==> src/rtl/rdd_pkg.sv <==
`default_nettype none
// ----------------------------------------------------------------------------
// rdd_pkg: shared constants and types of the resource deadlock detector
// Store sizes, field layout of the stream ports, and the control encodings.
// ----------------------------------------------------------------------------
package rdd_pkg;

  localparam int MAX_PROCESSES = 16;
  localparam int MAX_RESOURCES = 8;
  localparam int AMOUNT_BITS   = 16;

  localparam int PROC_W  = (MAX_PROCESSES > 1) ? $clog2(MAX_PROCESSES) : 1;
  localparam int RES_W   = (MAX_RESOURCES > 1) ? $clog2(MAX_RESOURCES) : 1;
  localparam int ADDR_W  = PROC_W + RES_W;
  localparam int MAT_DEPTH = 2 ** ADDR_W;
  localparam int PCNT_W  = $clog2(MAX_PROCESSES + 1);
  localparam int RCNT_W  = $clog2(MAX_RESOURCES + 1);
  localparam int AVAIL_W = AMOUNT_BITS + PROC_W + 2;

  // Configuration port
  localparam int CFG_W     = 5;
  localparam int CFG_IDX_W = 1;
  localparam logic [CFG_IDX_W-1:0] REG_PROCESS_COUNT  = 1'd0;
  localparam logic [CFG_IDX_W-1:0] REG_RESOURCE_COUNT = 1'd1;

  // Stream field layout
  localparam int MODE_W   = 2;
  localparam int PIDX_W   = 4;
  localparam int RIDX_W   = 3;
  localparam int AMT_W    = 16;
  localparam int PIDX_LO  = 0;
  localparam int RIDX_LO  = PIDX_LO + PIDX_W;
  localparam int AMT_LO   = RIDX_LO + RIDX_W;
  localparam int S_DATA_W = ((AMT_LO + AMT_W + 7) / 8) * 8;

  localparam int PID_W    = 4;
  localparam int M_DATA_W = 8;

  typedef enum logic [MODE_W-1:0] {
    MODE_INST,
    MODE_ALLOC,
    MODE_REQ,
    MODE_DETECT
  } mode_t;

  typedef enum logic [2:0] {
    ST_IDLE,
    ST_SUM,
    ST_PICK,
    ST_CHECK,
    ST_CWAIT,
    ST_DECIDE,
    ST_RELEASE,
    ST_EMIT
  } state_t;

  typedef enum logic [1:0] {
    OP_NONE,
    OP_SUM,
    OP_CHECK,
    OP_RELEASE
  } op_t;

endpackage
`default_nettype wire

==> src/rtl/resource_deadlock_detector.sv <==
`default_nettype none
// ----------------------------------------------------------------------------
// resource_deadlock_detector: multi-instance deadlock detection
// Load items write the instance, allocation and request stores; a detect item
// builds the available vector, sweeps the processes until a pass changes
// nothing, and streams one result per process in use.
// ----------------------------------------------------------------------------
// Load items are written while idle and the input stays ready. A detect item
// holds the input off while it builds the available vector, runs at most P+1
// passes of check and release over the P processes in use and streams the
// results; one read port per store sets the pace.
// Reset clears control, the available vector and finish marks and sets the
// counts to 16 and 8; the instance, allocation and request stores are kept.
// ----------------------------------------------------------------------------
module resource_deadlock_detector (
  input  wire logic                           clk,
  input  wire logic                           rst,
  input  wire logic                           cfg_we,
  input  wire logic [rdd_pkg::CFG_IDX_W-1:0]  cfg_index,
  input  wire logic [rdd_pkg::CFG_W-1:0]      cfg_data,
  input  wire logic                           s_tvalid,
  output logic                                s_tready,
  // process_index[3:0], resource_index[6:4], amount[22:7], zero pad
  input  wire logic [rdd_pkg::S_DATA_W-1:0]   s_tdata,
  // mode[1:0]
  input  wire logic [rdd_pkg::MODE_W-1:0]     s_tuser,
  output logic                                m_tvalid,
  input  wire logic                           m_tready,
  // process_id[3:0], deadlocked[4], any_deadlock[5], zero pad
  output logic [rdd_pkg::M_DATA_W-1:0]        m_tdata,
  output logic                                m_tlast
);

  localparam int PROC_W  = rdd_pkg::PROC_W;
  localparam int RES_W   = rdd_pkg::RES_W;
  localparam int ADDR_W  = rdd_pkg::ADDR_W;
  localparam int PCNT_W  = rdd_pkg::PCNT_W;
  localparam int RCNT_W  = rdd_pkg::RCNT_W;
  localparam int AVAIL_W = rdd_pkg::AVAIL_W;
  localparam int AMT_B   = rdd_pkg::AMOUNT_BITS;
  localparam int NPROC   = rdd_pkg::MAX_PROCESSES;
  localparam int NRES    = rdd_pkg::MAX_RESOURCES;

  rdd_pkg::state_t state, state_next;
  rdd_pkg::op_t    issue_op, rd_op;
  rdd_pkg::mode_t  in_mode;

  logic [PCNT_W-1:0] pcount;
  logic [RCNT_W-1:0] rcount;
  logic [PROC_W-1:0] pi;
  logic [RES_W-1:0]  rj, rd_j;
  logic              rd_first, issue_first;
  logic              changed, fits;
  logic [NPROC-1:0]  finish;
  logic              pi_last, rj_last;
  logic              in_fire, out_load, any_dead;

  logic [rdd_pkg::PIDX_W-1:0] in_row;
  logic [rdd_pkg::RIDX_W-1:0] in_col;
  logic [rdd_pkg::AMT_W-1:0]  in_amount;
  logic                       row_ok, col_ok;
  logic [ADDR_W-1:0]          wr_addr, rd_addr;

  logic [AMT_B-1:0] inst_mem  [NRES];
  logic [AMT_B-1:0] alloc_mem [rdd_pkg::MAT_DEPTH];
  logic [AMT_B-1:0] req_mem   [rdd_pkg::MAT_DEPTH];
  logic [AMT_B-1:0] inst_q, alloc_q, req_q;

  logic signed [AVAIL_W-1:0] avail [NRES];
  logic signed [AVAIL_W-1:0] inst_ext, alloc_ext, req_ext, sum_base;

  assign in_row    = s_tdata[rdd_pkg::PIDX_LO +: rdd_pkg::PIDX_W];
  assign in_col    = s_tdata[rdd_pkg::RIDX_LO +: rdd_pkg::RIDX_W];
  assign in_amount = s_tdata[rdd_pkg::AMT_LO +: rdd_pkg::AMT_W];
  assign in_mode   = rdd_pkg::mode_t'(s_tuser);
  assign in_fire   = s_tvalid && s_tready;
  assign row_ok    = 32'(in_row) < 32'(NPROC);
  assign col_ok    = 32'(in_col) < 32'(NRES);
  assign wr_addr   = {PROC_W'(in_row), RES_W'(in_col)};
  assign rd_addr   = {pi, rj};

  assign pi_last = (pi == PROC_W'(pcount - 1'b1));
  assign rj_last = (rj == RES_W'(rcount - 1'b1));

  assign inst_ext  = AVAIL_W'(inst_q);
  assign alloc_ext = AVAIL_W'(alloc_q);
  assign req_ext   = AVAIL_W'(req_q);
  assign sum_base  = rd_first ? inst_ext : avail[rd_j];

  always_comb begin
    any_dead = 1'b0;
    for (int k = 0; k < NPROC; k++) begin
      if (!finish[k] && (32'(k) < 32'(pcount))) begin
        any_dead = 1'b1;
      end
    end
  end

  // Store writes and registered reads
  always_ff @(posedge clk) begin
    if (in_fire && col_ok) begin
      case (in_mode)
        rdd_pkg::MODE_INST: inst_mem[RES_W'(in_col)] <= AMT_B'(in_amount);
        rdd_pkg::MODE_ALLOC: begin
          if (row_ok) alloc_mem[wr_addr] <= AMT_B'(in_amount);
        end
        rdd_pkg::MODE_REQ: begin
          if (row_ok) req_mem[wr_addr] <= AMT_B'(in_amount);
        end
        default: ;
      endcase
    end
  end

  always_ff @(posedge clk) begin
    inst_q  <= inst_mem[rj];
    alloc_q <= alloc_mem[rd_addr];
    req_q   <= req_mem[rd_addr];
  end

  // Next state
  always_comb begin
    state_next = state;
    case (state)
      rdd_pkg::ST_IDLE: begin
        if (in_fire && in_mode == rdd_pkg::MODE_DETECT) state_next = rdd_pkg::ST_SUM;
      end
      rdd_pkg::ST_SUM: begin
        if (pi_last && rj_last) state_next = rdd_pkg::ST_PICK;
      end
      rdd_pkg::ST_PICK: begin
        if (!finish[pi]) state_next = rdd_pkg::ST_CHECK;
        else if (pi_last && !changed) state_next = rdd_pkg::ST_EMIT;
      end
      rdd_pkg::ST_CHECK: begin
        if (rj_last) state_next = rdd_pkg::ST_CWAIT;
      end
      rdd_pkg::ST_CWAIT: state_next = rdd_pkg::ST_DECIDE;
      rdd_pkg::ST_DECIDE: begin
        if (fits) state_next = rdd_pkg::ST_RELEASE;
        else if (pi_last && !changed) state_next = rdd_pkg::ST_EMIT;
        else state_next = rdd_pkg::ST_PICK;
      end
      rdd_pkg::ST_RELEASE: begin
        if (rj_last) state_next = rdd_pkg::ST_PICK;
      end
      rdd_pkg::ST_EMIT: begin
        if (out_load && pi_last) state_next = rdd_pkg::ST_IDLE;
      end
      default: state_next = rdd_pkg::ST_IDLE;
    endcase
  end

  // Outputs of the sequencer
  always_comb begin
    issue_op    = rdd_pkg::OP_NONE;
    issue_first = (rj == '0);
    s_tready    = 1'b0;
    out_load    = 1'b0;
    case (state)
      rdd_pkg::ST_IDLE: s_tready = 1'b1;
      rdd_pkg::ST_SUM: begin
        issue_op    = rdd_pkg::OP_SUM;
        issue_first = (pi == '0);
      end
      rdd_pkg::ST_CHECK:   issue_op = rdd_pkg::OP_CHECK;
      rdd_pkg::ST_RELEASE: issue_op = rdd_pkg::OP_RELEASE;
      rdd_pkg::ST_EMIT:    out_load = !m_tvalid || m_tready;
      default: ;
    endcase
  end

  always_ff @(posedge clk) begin
    if (rst) begin
      state <= rdd_pkg::ST_IDLE;
    end else begin
      state <= state_next;
    end
  end

  // Configuration
  always_ff @(posedge clk) begin
    if (rst) begin
      pcount <= PCNT_W'(NPROC);
      rcount <= RCNT_W'(NRES);
    end else if (cfg_we) begin
      case (cfg_index)
        rdd_pkg::REG_PROCESS_COUNT: begin
          if (cfg_data[4:0] == 5'd0) pcount <= PCNT_W'(1);
          else if (32'(cfg_data[4:0]) > 32'(NPROC)) pcount <= PCNT_W'(NPROC);
          else pcount <= PCNT_W'(cfg_data[4:0]);
        end
        rdd_pkg::REG_RESOURCE_COUNT: begin
          if (cfg_data[3:0] == 4'd0) rcount <= RCNT_W'(1);
          else if (32'(cfg_data[3:0]) > 32'(NRES)) rcount <= RCNT_W'(NRES);
          else rcount <= RCNT_W'(cfg_data[3:0]);
        end
        default: ;
      endcase
    end
  end

  // Walk counters, pass flag, finish marks
  always_ff @(posedge clk) begin
    if (rst) begin
      pi      <= '0;
      rj      <= '0;
      changed <= 1'b0;
      finish  <= '0;
    end else begin
      case (state)
        rdd_pkg::ST_IDLE: begin
          if (in_fire && in_mode == rdd_pkg::MODE_DETECT) begin
            pi     <= '0;
            rj     <= '0;
            finish <= '0;
          end
        end
        rdd_pkg::ST_SUM: begin
          if (pi_last) begin
            pi      <= '0;
            rj      <= rj_last ? '0 : rj + 1'b1;
            changed <= 1'b0;
          end else begin
            pi <= pi + 1'b1;
          end
        end
        rdd_pkg::ST_PICK: begin
          rj <= '0;
          if (finish[pi]) begin
            if (pi_last) begin
              pi      <= '0;
              changed <= 1'b0;
            end else begin
              pi <= pi + 1'b1;
            end
          end
        end
        rdd_pkg::ST_CHECK: rj <= rj_last ? '0 : rj + 1'b1;
        rdd_pkg::ST_DECIDE: begin
          rj <= '0;
          if (fits) begin
            finish[pi] <= 1'b1;
            changed    <= 1'b1;
          end else if (pi_last) begin
            pi      <= '0;
            changed <= 1'b0;
          end else begin
            pi <= pi + 1'b1;
          end
        end
        rdd_pkg::ST_RELEASE: begin
          if (rj_last) begin
            rj <= '0;
            if (pi_last) begin
              pi      <= '0;
              changed <= 1'b0;
            end else begin
              pi <= pi + 1'b1;
            end
          end else begin
            rj <= rj + 1'b1;
          end
        end
        rdd_pkg::ST_EMIT: begin
          if (out_load) pi <= pi_last ? '0 : pi + 1'b1;
        end
        default: ;
      endcase
    end
  end

  // Read-data stage: apply the returned entry to available or to the fit test
  always_ff @(posedge clk) begin
    if (rst) begin
      rd_op <= rdd_pkg::OP_NONE;
      fits  <= 1'b0;
      for (int k = 0; k < NRES; k++) begin
        avail[k] <= '0;
      end
    end else begin
      rd_op <= issue_op;
      case (rd_op)
        rdd_pkg::OP_SUM:     avail[rd_j] <= sum_base - alloc_ext;
        rdd_pkg::OP_CHECK:   fits <= (rd_first || fits) && !(req_ext > avail[rd_j]);
        rdd_pkg::OP_RELEASE: avail[rd_j] <= avail[rd_j] + alloc_ext;
        default: ;
      endcase
    end
  end

  always_ff @(posedge clk) begin
    rd_j     <= rj;
    rd_first <= issue_first;
  end

  // Output register
  always_ff @(posedge clk) begin
    if (rst) begin
      m_tvalid <= 1'b0;
    end else if (out_load) begin
      m_tvalid <= 1'b1;
    end else if (m_tready) begin
      m_tvalid <= 1'b0;
    end
  end

  always_ff @(posedge clk) begin
    if (out_load) begin
      m_tdata <= {2'b00, any_dead, !finish[pi], rdd_pkg::PID_W'(pi)};
      m_tlast <= pi_last;
    end
  end

endmodule
`default_nettype wire

==> config.mk <==
export PLATFORM = sky130hd
export DESIGN_NAME = resource_deadlock_detector
export DESIGN_NICKNAME = d
export VERILOG_FILES = /design/src/rtl/rdd_pkg.sv /design/src/rtl/resource_deadlock_detector.sv
export SDC_FILE = /design/constraint.sdc
export NUM_CORES = 2
export LEC_CHECK = 0
export ABC_AREA = 1
export BUFFER_PORTS_ARGS = -buffer_cell sky130_fd_sc_hd__buf_2
export CORE_MARGIN = 4
export CORE_UTILIZATION = 25
export DETAILED_ROUTE_END_ITERATION = 8
export PLACE_DENSITY = 0.48
export SETUP_SLACK_MARGIN = 0.2
export SKIP_LAST_GASP = 1
export SYNTH_ARGS = -nofsm -noshare
export SYNTH_HDL_FRONTEND = slang
export SYNTH_MEMORY_MAX_BITS = 65536
export SYNTH_SLANG_ARGS = --single-unit
==> constraint.sdc <==
create_clock -name clk -period 5.99 [get_ports clk]
set_input_delay 0.8985 -clock clk [delete_from_list [all_inputs] [get_ports clk]]
set_output_delay 0.8985 -clock clk [all_outputs]
set_load 0.02 [all_outputs]
# Yosys cells after proc, flatten, opt, wreduce, memory -nomap -nowiden
# Memories as Yosys holds them, arrays and structs flattened. A register that Yosys moved wholly into a read port is not among the register bits.
# Index checks and enable logic that the tools add are counted.
[op_classes]
mux = 66
reduce_logical = 67
bitwise_logic = 3
order_cmp = 21
addsub = 6
eq_ne = 26
[ops]
columns = ["cell", "n"]
rows = [
  ["$mux 22", 3],
  ["$mux 3", 15],
  ["$lt 4x5->1 const A", 8],
  ["$mux 16", 2],
  ["$pmux 16 s2", 1],
  ["$mux 1", 30],
  ["$mux 4", 6],
  ["$pmux 3 s8", 1],
  ["$pmux 4 s6", 1],
  ["$logic_and 1x1->1", 23],
  ["$add 22x17->22", 1],
  ["$gt 17x22->1", 1],
  ["$reduce_or 22->1", 1],
  ["$sub 22x17->22", 1],
  ["$logic_not 1->1", 20],
  ["$lt 3x5->1 const A", 4],
  ["$ne 2x2->1 const B", 10],
  ["$or 16x16->16", 1],
  ["$reduce_or 15->1", 1],
  ["$eq 3x3->1 const B", 4],
  ["$pmux 3 s4", 1],
  ["$reduce_and 6->1", 2],
  ["$lt 1x5->1 const A", 2],
  ["$lt 2x5->1 const A", 2],
  ["33 further kinds", 48],
]
[totals]
ramBits = 4400
word_cells = 208
mem_count = 4
regBits = 50
out_inout_bits = 11
[mem_list]
columns = ["memory", "depth", "word_bits", "rd", "rd_clocked_by_memory_dff", "wr", "line", "rtl"]
rows = [
  ["alloc_mem", 128, 16, 1, 1, 1, "resource_deadlock_detector.sv:65", "logic [AMT_B-1:0] alloc_mem [rdd_pkg::MAT_DEPTH];"],
  ["req_mem", 128, 16, 1, 1, 1, "resource_deadlock_detector.sv:66", "logic [AMT_B-1:0] req_mem [rdd_pkg::MAT_DEPTH];"],
  ["avail", 8, 22, 1, 1, 8, "resource_deadlock_detector.sv:69", "logic signed [AVAIL_W-1:0] avail [NRES];"],
  ["inst_mem", 8, 16, 1, 1, 1, "resource_deadlock_detector.sv:64", "logic [AMT_B-1:0] inst_mem [NRES];"],
]

# Longest topological paths before layout
[logic_depth]
ltp_word = 7
mapped_depth = 24
mapped_depth_nobuf = 22

# Worst setup path after synthesis
# OpenSTA, ideal clock, no wires.
[synth_timing]
path_type = "register to register"
from = "reg rd_j[1]"
to = "mem avail[0][10] (netlist bit) (data pin)"
slack_ns = 2.421
t_required_ns = 5.718
stages_incl_launch_ff = 21
synth_period_minus_slack_ns = 3.569
arrival_time_ns = 3.297
cell_sequence = "dfxtp_1 > buf_4 > inv_2 > buf_2 > nand3_1 > inv_1 > buf_2 > a22o_1 > a21oi_1 > nand4_1 > mux2i_1 > ha_1 > fa_1 > inv_1 > nand2_1 > o21ai_1 > a31oi_1 > o21ai_0 > xor2_1 > mux2i_1 > nor2_1"
[synth_rtl]
columns = ["item", "line", "rtl"]
rows = [
  ["start: declaration", "resource_deadlock_detector.sv:51", "logic [RES_W-1:0] rj, rd_j;"],
  ["start signal: assignment", "resource_deadlock_detector.sv:293", "rd_j <= rj;"],
  ["end: declaration", "resource_deadlock_detector.sv:69", ""],
]

==> reports/summary.log <==
INFO  sta            finalWorstSetupSlack=0.856ns
INFO  placed_design  dp_hpwl=316000um
INFO  sta            layout_worst_path_cycle_share=85.7%
INFO  finish         final_layout_size_suffix_gt1_share=8.44%
INFO  yosys          synth.yosys.seq_area_share=74.2%
INFO  route          drt_pass1_iterations=8
INFO  worst_setup_path cp_top_family=simple AND/OR/NAND/NOR gates
INFO  sta            fin_skew=0.131ns
INFO  worst_setup_path crit_buf_inv=4
INFO  yosys          yosys_register_bits=4498
INFO  sta            setup_total_negative_slack=0ns
INFO  clocking       post_cts_resized=0
INFO  worst_setup_path cp_launch_type=register
INFO  yosys          yosys_most_used_dff=sky130_fd_sc_hd__edfxtp_1
INFO  pwr            power.share.combinational=20.0%
INFO  route          post_drt_wl_per_cell=23.4um
INFO  global_routing grt_first_pass_wirelength=815000um
INFO  clocking       cts-htree-levels=5
INFO  die            die_span_in_y=858um
INFO  outcome        outcome=finished, final reports clean
INFO  yosys          synth_most_common_cell=sky130_fd_sc_hd__edfxtp_1
INFO  route          dr_total_vias=117000
INFO  worst_setup_path rr_worst_depth=21
INFO  worst_setup_path worst-endpoint-arrival=6.04ns
INFO  global_routing grt_total_ovfl=0
INFO  worst_setup_path worst_ep_required_time=6.90ns
INFO  placed_design  place_worst_setup_slack=0.939ns
INFO  clocking       numClockSinks=4498
INFO  worst_setup_path critPathSlowestCell=sky130_fd_sc_hd__dfxtp_1
INFO  sta            post-route-min-period=5.13ns
INFO  worst_setup_path worst_r2r_endpoint=avail[1][19]
INFO  yosys          fraction_of_synthesized_cell_area_taken_by_the_top_area_cell_type=73.2%
INFO  yosys          synth.top_cells.by_area=sky130_fd_sc_hd__edfxtp_1, sky130_fd_sc_hd__o21ai_0, sky130_fd_sc_hd__nor2_1
INFO  sta            timing_max_transition_violations_final=0
INFO  route          routed_wirelength=572000um
INFO  global_routing number_of_antenna_violations_at_the_first_check_in_global_routing=25
INFO  worst_setup_path critical_path.cell_chain=clkinv_1, nand3_1, inv_1, a22o_1, inv_1, nand4_1, o21ai_0, inv_1, ha_1, a21o_1, nand2_1, nand3_1, nand2_1, nand2_1, nand2_1, nand2_1, nand2_1, nand2_1, nand2_1, nand3_1, a21oi_1
INFO  worst_setup_path worst_path_most_repeated_cell=sky130_fd_sc_hd__nand2_1
INFO  clocking       numCtsBuffers=467
INFO  placed_design  gp_congestion=0.824
INFO  sta            worst_max_slew_pin_slew=1.45ns
INFO  pwr            clock_power_share=35.7%
INFO  die            dieWidth=858um
INFO  clocking       cts_setup_buffers=0
INFO  worst_hold_path hp-class=primary input to register
INFO  yosys          asyncSetResetFlopFracSynth=0%
INFO  worst_setup_path timing.rr.start=rd_j[2]
INFO  route          drt-vias-per-instance=4.78
INFO  worst_setup_path setup.reg_to_reg.worst_slack=0.86ns
INFO  run            number_of_maximum_capacitance_constraint_violations=0
INFO  pwr            swShare=31.3%
INFO  yosys          count_of_yosys_warnings_during_synthesis=0
INFO  global_routing grt_usage=14.8%
INFO  global_routing grt_start_max_net_pins=181
INFO  pwr            power_switching=25.0mW
INFO  finish         nNetsFinal=14600
INFO  worst_setup_path critPathMaxFanout=13
INFO  yosys          synthCells=14600
INFO  die            std_cell_core_area=721000um^2
INFO  sta            hold_viol_final=0
INFO  sta            max_slew_margin=3.43%
INFO  worst_setup_path worstSetupEndpointType=register
INFO  clocking       cts_tree=done
INFO  worst_hold_path worstHoldEndpoint=pcount[0]
INFO  route          drt_iter0_drc=11300
INFO  finish         flow.area_growth_from_synthesis=14.9%
INFO  pwr            total_power=79.9mW
INFO  die            die-area=737000um^2
INFO  die            core.rowCount=312
INFO  die            floorplan.io_pins=48
INFO  pwr            seq_power_share=44.2%
INFO  clocking       clock_tree.root_cell=sky130_fd_sc_hd__clkbuf_16
INFO  placed_design  place_area=193000um^2
INFO  sta            setup-violations-final=0
INFO  clocking       worstSkewPairLatency=1.10ns
INFO  yosys          ys_top_cells_by_count=sky130_fd_sc_hd__edfxtp_1, sky130_fd_sc_hd__nor2_1, sky130_fd_sc_hd__o21ai_0, sky130_fd_sc_hd__nand2_1, sky130_fd_sc_hd__o22ai_1
INFO  worst_setup_path cp.depth=21
INFO  yosys          synth_area_per_cell=12.4um^2
INFO  pwr            p_per_area=385nW/um^2
INFO  pwr            vdd.ir_drop.worst=336uV
INFO  finish         finish.instance_area=208000um^2
INFO  pwr            intPower=54.9mW
INFO  yosys          synth_cell_type_count=52
INFO  worst_hold_path worst_hold_path.num_cells=3
INFO  global_routing via_count_of_the_first_global_routing_pass=111000
INFO  placed_design  portBuffers=44
INFO  yosys          syn-cell-area=181000um^2
INFO  sta            rsz_0062_raised_after_global_routing=no
INFO  worst_setup_path critical-path-max-stage-delay=0.55ns
INFO  yosys          synth_enable_flop_cells=4407
INFO  worst_hold_path hp-start=cfg_data[0]
INFO  worst_setup_path type_of_the_worst_setup_path=register to register
INFO  pwr            p_leak=67.2nW
INFO  die            initial_util=25.1%
INFO  route          drc=0
INFO  clocking       cts.reportedPaths.clkPinSlew=0.06ns
INFO  clocking       clock_tree.buffer_depth=4
INFO  sta            maxClockFrequency=195MHz
INFO  route          final_antenna_net_count=0
INFO  yosys          synth_area_leader=sky130_fd_sc_hd__edfxtp_1
## power by group through the flow
| stage | Sequential (mW) | Clock (mW) | Combinational [mW] |
|---|---|---|---|
| final | 35.4 | 28.5 | 16.0 |
| after global routing | 35.3 | 30.4 | 17.5 |
| after CTS | 35.3 | 29.1 | 16.1 |
| after detailed placement | 36.0 | 0 | 16.1 |
| after global placement | 36.0 | 0 | 16.1 |
| after floorplan | 35.6 | 0 | 9.68 |
## timing repair
item,CTS,global route
hold buffers,3,0
endpoints found under the hold margin,3,0
endpoints found under the setup margin,0,0
## cell families (layout without fill, tap and decap cells)
logic type | count (synthesis) | after routing | share of synthesized area (%)
xor gates and xnor gates | 24 | 24 | 0.116
DFF | 4498 | 4498 | 74.2
muxes | 5 | 5 | 0.0277
buffers and inverters | 1193 | 1459 | 2.96
adders and majority gates | 59 | 59 | 0.417
AOI/OAI and AO/OA | 3654 | 3654 | 11.0
and+or+nand+nor | 5151 | 5151 | 11.3
other | 1 | 19 | 0.00207
## worst reg2reg max path, cell delays in order, from the launching register on
cell and delay, ns:
sky130_fd_sc_hd__dfxtp_1 0.55, sky130_fd_sc_hd__clkinv_1 0.37, sky130_fd_sc_hd__nand3_1 0.39, sky130_fd_sc_hd__inv_1 0.40, sky130_fd_sc_hd__a22o_1 0.29, sky130_fd_sc_hd__inv_1 0.05, sky130_fd_sc_hd__nand4_1 0.40, sky130_fd_sc_hd__o21ai_0 0.51
sky130_fd_sc_hd__inv_1 0.10, sky130_fd_sc_hd__ha_1 0.19, sky130_fd_sc_hd__a21o_1 0.19, sky130_fd_sc_hd__nand2_1 0.07, sky130_fd_sc_hd__nand3_1 0.20, sky130_fd_sc_hd__nand2_1 0.17, sky130_fd_sc_hd__nand2_1 0.10, sky130_fd_sc_hd__nand2_1 0.08
sky130_fd_sc_hd__nand2_1 0.10, sky130_fd_sc_hd__nand2_1 0.11, sky130_fd_sc_hd__nand2_1 0.06, sky130_fd_sc_hd__nand2_1 0.05, sky130_fd_sc_hd__nand3_1 0.29, sky130_fd_sc_hd__a21oi_1 0.28
## area by class of cell
type	instances	area, um^2
fill	73600	514000
sequential	4498	134000
multi-input combinational	8895	41800
clock buffer	576	12300
tap	9577	12000
timing repair buffer	412	4180
clock inverter	289	2550
inverter	182	737
antenna	17	42.5
## worst max path at each step
| stage | startpoint | end |
|---|---|---|
| after detailed placement | rd_j[2] | avail[3][19] |
| after global placement | rd_j[2] | avail[2][19] |
| after CTS | rd_j[2] | avail[1][19] |
| after global routing | rd_j[2] | avail[1][19] |
| final | rd_j[2] | avail[1][19] |
| after floorplan | rd_j[1] | avail[0][10] |
## sequential cells by signal (all words and copies together), names as in the netlist, 5 cells and up
| signal | flops |
|---|---|
| req_q | 16 |
| finish | 16 |
| m_tdata | 6 |
| req_mem | 2048 |
| pcount | 5 |
| alloc_q | 16 |
| inst_mem | 128 |
| inst_q | 16 |
| alloc_mem | 2048 |
| avail | 176 |
## cell usage in the layout, fill, tap and decap left out, types with 8 or more instances in the layout
master / instances
sky130_fd_sc_hd__a221oi_1: 20
sky130_fd_sc_hd__xnor2_1: 11
sky130_fd_sc_hd__clkinv_2: 95
sky130_fd_sc_hd__clkbuf_16: 473
sky130_fd_sc_hd__buf_12: 82
sky130_fd_sc_hd__nor3_2: 8
sky130_fd_sc_hd__a21oi_1: 222
sky130_fd_sc_hd__xor2_1: 13
sky130_fd_sc_hd__ha_1: 57
sky130_fd_sc_hd__a22o_1: 26
sky130_fd_sc_hd__nand3_1: 640
sky130_fd_sc_hd__nor2_2: 148
sky130_fd_sc_hd__buf_8: 16
sky130_fd_sc_hd__o21ai_0: 2178
sky130_fd_sc_hd__buf_4: 283
sky130_fd_sc_hd__a31oi_1: 20
sky130_fd_sc_hd__clkbuf_1: 91
sky130_fd_sc_hd__inv_1: 170
sky130_fd_sc_hd__edfxtp_1: 4407
sky130_fd_sc_hd__bufinv_16: 32
sky130_fd_sc_hd__nor4_2: 8
sky130_fd_sc_hd__o21ai_1: 113
sky130_fd_sc_hd__nor2_1: 2523
sky130_fd_sc_hd__clkinv_16: 13
sky130_fd_sc_hd__diode_2: 17
sky130_fd_sc_hd__nand4_1: 50
sky130_fd_sc_hd__buf_2: 28
sky130_fd_sc_hd__o22ai_1: 1044
sky130_fd_sc_hd__dfxtp_1: 86
sky130_fd_sc_hd__clkinv_1: 128
sky130_fd_sc_hd__clkbuf_8: 12
sky130_fd_sc_hd__a22oi_1: 10
sky130_fd_sc_hd__nand2_1: 1740
## metrics by stage
step	utilization (%)	hold WS, ns	cells
6_report	28.8	0.137	24400
5_1_grt	28.8	0.114	24400
4_1_cts	28.8	0.0152	24400
3_5_place_dp	26.7	0.466	23600
3_3_place_gp	26.7	0.458	23600
2_1_floorplan	-	0.350	14600
## layer usage
metal  vias up  part of all wire, %  track usage, %
li1      53100                    -               -
met1     59200                   44            20.3
met2      3745                   46            23.8
met3       780                  6.3            2.17
met4         6                  3.9            5.37
met5         -               0.0072               0
No activity file was read; power rests on OpenSTA's default activity.
